**src/jpa_ram.sv**
```systemverilog
`default_nettype none

module jpa_ram #(
   parameter int unsigned WIDTH = 8,
   parameter int unsigned DEPTH = 16
) (
   input  wire logic                     clock,
   input  wire logic                     wr_en,
   input  wire logic [$clog2(DEPTH)-1:0] wr_addr,
   input  wire logic [WIDTH-1:0]         wr_data,
   input  wire logic [$clog2(DEPTH)-1:0] rd_addr,
   output      logic [WIDTH-1:0]         rd_data
);

   logic [WIDTH-1:0] mem [DEPTH];
   logic [WIDTH-1:0] rd_data_ff;

   always_ff @(posedge clock) begin
      if (wr_en) begin
         mem[wr_addr] <= wr_data;
      end
      rd_data_ff <= mem[rd_addr];
   end

   assign rd_data = rd_data_ff;

endmodule

`default_nettype wire

```
**config.mk**
```make
export PLATFORM = sky130hd
export DESIGN_NAME = jpa_ram
export DESIGN_NICKNAME = d
export VERILOG_FILES = /design/src/jpa_ram.sv
export SDC_FILE = /design/constraint.sdc
export NUM_CORES = 1
export LEC_CHECK = 0
export BUFFER_PORTS_ARGS = -buffer_cell sky130_fd_sc_hd__buf_2
export CAP_MARGIN = 20
export CORE_MARGIN = 4
export CORE_UTILIZATION = 45
export DETAILED_ROUTE_END_ITERATION = 8
export SLEW_MARGIN = 5
export SYNTH_ARGS = -nofsm -noshare
export SYNTH_HDL_FRONTEND = slang
export SYNTH_SLANG_ARGS = --single-unit
```
**constraint.sdc**
```tcl
create_clock -name clock -period 2.45 [get_ports clock]
set_clock_uncertainty 0.2 [all_clocks]
set_input_delay 0.3675 -clock clock [delete_from_list [all_inputs] [get_ports clock]]
set_output_delay 0.3675 -clock clock [all_outputs]
set_load 0.1 [all_outputs]
```
==> out/metrics.cfg, run 1 <==
[clock_tree]
clock_latency_ns=0.40
clkSinkCount=136
cts_tree=yes
htree_levels=4
cts-root-buf=clkbuf_16
post_cts_buffers=0
cts.repair.resized=0
cts_made_buffers=17
clk_pin_slew_ns=0.06
clockBufferDepth=2
hold_buffers=0

[cells_and_area]
fin_util_pct=55.6
antenna_cells=0
stdcell_count=438
area_growth_pct=19.1
nets=304
drive_gt1_share_pct=30.9

[min_path]
whs_endpoint=mem[15][0]
hold_path.class=in2reg
holdPathStages=1
worstHoldStart=wr_data[0]

[drt]
drt-total-wl_um=10300
first_iter_violations=199
ant_nets=0
drc=0
viasPerCell=5.59
dr.pass1.iters=4
num_vias=2447
wire_per_inst_um=23.4

[floorplanning]
die_x_um=115
initial_core_util_pct=46.7
fp-row-count=38
dieArea_um2=13200
ioPinCount=26
die_h_um=115
core_area_um2=11000

[timing]
hold_slack_ns=0.144
finalCriticalPeriod_ns=1.75
rsz0062_at_grt=false
maxSlewViolCount=0
fin_crit_sh_pct=71.5
max_slew_margin_pct=67.3
finalHoldViolations=0
setup_viol=0
max_freq_mhz=571
tightest_slew_ns=0.494
tns_ns=0

[synthesis]
yosys.area.top_type=edfxtp_1
ys_ff_latch=136
avgSynthCellArea_um2=22.5
synth_edf_count=128
yosysUniqueCellTypes=19
async_flop_share_pct=0
yosys-top-cells-area=edfxtp_1, mux4_2, mux4_1
synth_top_cell_area_share_pct=74.7
syn_nets=247
yosysSeqAreaShare_pct=77.8
synthCells=229
syn_area_um2=5150
yosysWarnings=0
synth-main-ff-cell=edfxtp_1

[placed_design]
port_buffers=25
dp_hpwl_um=6510
dp_cells=407
gp_congestion=0.732

[outcome]
status=finished, final reports clean

[worst_setup_path]
worstSetupStartpointType=register
rr_endpoint=rd_data[2]
worst_path_largest_cell_delay_ns=0.44
critPathMaxFanout=1
cp_num_buf_inv=1
end_kind=output port
reg2reg_depth=3
critical_path.top_delay_family=buffers and inverters
r2r_setup_slack_ns=0.84
r2r-start=mem[1][2]
critPathSlowestCell=buf_2
worstPathCellList=buf_2
crit_type=reg2out
cp.arrival_ns=1.18
worstPathRequired_ns=1.88

[power_and_ir_drop]
ir_worst_vdd_mv=0.532
power_density_nw_per_um2=884
p_leak_nw=2.10

[global_route]
track_usage_pct=16.8
antenna_found_initial=0
overflow=0
grt_pass1_wl_um=15400
grt_max_degree=22
grt_pass1_vias=2543

[job]
maxCapViolCount=0

[area by class of cell]
type	instances	area, µm²
Fill cell	858	4900
Sequential cell	136	4000
Timing Repair Buffer	48	323
Tap cell	140	175
Multi-Input combinational cell	83	1060
Clock inverter	10	129
Clock buffer	21	440
[registers in the layout (all words and copies together), names as in the netlist]
name     count
mem        128
rd_data      8
[worst max-delay path by stage]
stage,startpoint,end,slack (ns),depth (start not counted)
after global placement,rd_addr[0],rd_data[2],0.33,5
after global routing,rd_addr[0],rd_data[2],0.65,5
after CTS,rd_data[0],rd_data[0],0.67,1
after detailed placement,rd_addr[0],rd_data[2],0.31,5
final,rd_data[0],rd_data[0],0.70,1
after floorplan,wr_addr[2],mem[0][0],0.39,2
[power breakdown]
part           total, mW  switching, mW  internal, mW
Combinational      0.358          0.249         0.109
Sequential          2.62         0.0137          2.60
Clock               2.44          0.861          1.58
[cells in the mapped netlist (2+ instances only)]
library cell and instances:
nand2b_1 2, nand2_1 9, buf_2 3, nand3b_1 2, dfxtp_1 8, mux4_1 14
mux4_2 18, nor2_1 13, a22oi_1 16, nor3_1 4, clkdlybuf4s25_2 3, edfxtp_1 128
buf_6 3
[routing by layer]
metal | track usage, % | routed length [µm]
met2 | 25.5 | 5030
met4 | 5.48 | 138
met3 | 3.84 | 413
met5 | 0 | 0
met1 | 24.3 | 4680
[stage by stage]
stage / power (mW) / setup slack (ns) / area [µm²]
2_1_floorplan: 2.91 / 0.390 / 5150
5_1_grt: 5.60 / 0.647 / 6130
6_report: 5.42 / 0.698 / 6130
3_3_place_gp: 3.02 / 0.330 / 5560
3_5_place_dp: 3.03 / 0.310 / 5560
4_1_cts: 5.46 / 0.674 / 6130
[kinds of logic after synthesis]
logic type      Yosys count  synth area share, %
compound gates           16                 2.33
buf+inv                  10                 1.68
flops                   136                 77.8
mux                      32                 15.0
simple gates             35                 3.18
[layout by cell type (no fill, tap or decap), drive strengths merged, types with 4 or more instances in the layout]
master	count
edfxtp	128
clkinv	6
dfxtp	8
a22oi	16
nor2	13
mux4	32
nand2	9
clkbuf	21
nor3	4
buf	48
Note: power is estimated with default switching activity, not from simulation.
==> inputs of run 2 (changes only) <==
==> constraint.sdc (replaced) <==
create_clock -name clock -period 1.8 [get_ports clock]
set_clock_uncertainty 0.2 [all_clocks]
set_input_delay 0.27 -clock clock [delete_from_list [all_inputs] [get_ports clock]]
set_output_delay 0.27 -clock clock [all_outputs]
set_load 0.1 [all_outputs]
==> run 2 against run 1 <==
  * Utilization grew 0.49 points
  * Count of clock-buffer cells in the layout is 1 lower
  * Non-clock buffer count up 6
  * Critical path depth stayed put
  * Global-route usage down 0.42 points
  * Sequential cell count stayed put
  * Routed wire length down 5.3%
  * Cell count up 1.6%
  * Largest power group unchanged
  * Register-to-register slack got worse by 0.64 ns
  * Design area grew 0.88%
  * Via count rose by 1.2%
==> out/metrics.cfg, run 2 (same netlist as run 1, synthesis figures left out) <==
[timing]
setup_slack_ns=0.127
setup_viol=0
finalCriticalPeriod_ns=1.67
max_slew_margin_pct=45.2
rsz0062_at_grt=false
max_freq_mhz=598
maxSlewViolCount=0
finalHoldViolations=0
fin_crit_sh_pct=92.9
tightest_slew_ns=0.820

[min_path]
worstHoldStart=wr_data[4]
holdPathStages=1
hold_path.class=in2reg
whs_endpoint=mem[6][4]

[worst_setup_path]
cp_num_buf_inv=1
worst_path_largest_cell_delay_ns=0.44
path_depth=1
r2r_setup_slack_ns=0.20
critical_path.top_delay_family=buffers and inverters
worstPathCellList=buf_2
worstSetupStartpointType=register
worstPathRequired_ns=1.33
reg2reg_depth=3
cp.arrival_ns=1.20
r2r-start=mem[5][0]
end_kind=output port
rr_endpoint=rd_data[0]
critPathSlowestCell=buf_2
critPathMaxFanout=1
crit_type=reg2out

[cells_and_area]
antenna_cells=0
final_cell_mix=edfxtp_1, buf_4, buf_2
drive_gt1_share_pct=33.8
largest_reg_flops=128
final_common_cell=edfxtp_1
largest_register=mem
fin_util_pct=56.0
area_growth_pct=20.1
nets=310
stdcell_count=445

[clock_tree]
htree_levels=4
post_cts_buffers=0
hold_buffers=0
clk_pin_slew_ns=0.06
cts-root-buf=clkbuf_16
clockBufferDepth=2
cts.repair.resized=0
cts_made_buffers=17
cts_tree=yes
clock_latency_ns=0.41
clkSinkCount=136

[drt]
dr.pass1.iters=4
ant_nets=0
drc=0
viasPerCell=5.56
first_iter_violations=113
wire_per_inst_um=21.8
drt-total-wl_um=9710
num_vias=2476

[floorplanning]
initial_core_util_pct=46.7
fp-row-count=38
dieArea_um2=13200
die_h_um=115
core_area_um2=11000
ioPinCount=26
die_x_um=115

[placed_design]
port_buffers=25
dp_hpwl_um=6430
dp_cells=413
gp_congestion=0.720
preCtsSetupSlack_ns=-0.0923

[outcome]
status=finished, final reports clean

[global_route]
grt_pass1_wl_um=15000
grt_pass1_vias=2567
overflow=0
track_usage_pct=16.3
grt_max_degree=18
antenna_found_initial=0

[job]
maxCapViolCount=0

[power_and_ir_drop]
p_leak_nw=2.13
ir_worst_vdd_mv=0.504
p_total_mw=7.33
power_density_nw_per_um2=1190

run 2: layout make-up:
type,instances,area [µm²]
timing repair buffer,54,368
multi-input combinational,83,1060
fill,847,4850
tap,140,175
clock buffer,20,447
sequential,136,4000
clock inverter,12,126
run 2: power by group:
part,internal [mW],switching (mW)
clock network,2.07,1.22
logic,0.152,0.338
registers,3.54,0.0179
run 2: per-layer routing:
| layer | wire (µm) | part of all wire, % | track usage [%] |
|---|---|---|---|
| met1 | 4370 | 45 | 21.8 |
| met2 | 4720 | 49 | 25.3 |
| met3 | 436 | 4.5 | 5.37 |
| met4 | 195 | 2.0 | 6.03 |
| met5 | 0 | 0 | 0 |
run 2: worst max-delay path by stage:
| stage | from | endpoint | slack (ns) |
|---|---|---|---|
| 2_1_floorplan | wr_addr[2] | mem[3][0] | 0.06 |
| 3_3_place_gp | rd_addr[0] | rd_data[1] | -0.08 |
| 3_5_place_dp | rd_addr[0] | rd_data[1] | -0.09 |
| 4_1_cts | rd_data[5] | rd_data[5] | 0.11 |
| 5_1_grt | rd_data[5] | rd_data[5] | 0.07 |
| 6_report | rd_data[5] | rd_data[5] | 0.13 |
run 2: stage by stage:
stage	TNS [ns]	cell area [µm²]	hold slack, ns
floorplan	0	5150	0.169
global placement	-0.226	5610	0.452
detailed placement	-0.273	5610	0.466
CTS	0	6180	0.0319
global route	0	6180	0.0433
finish	0	6180	0.0420
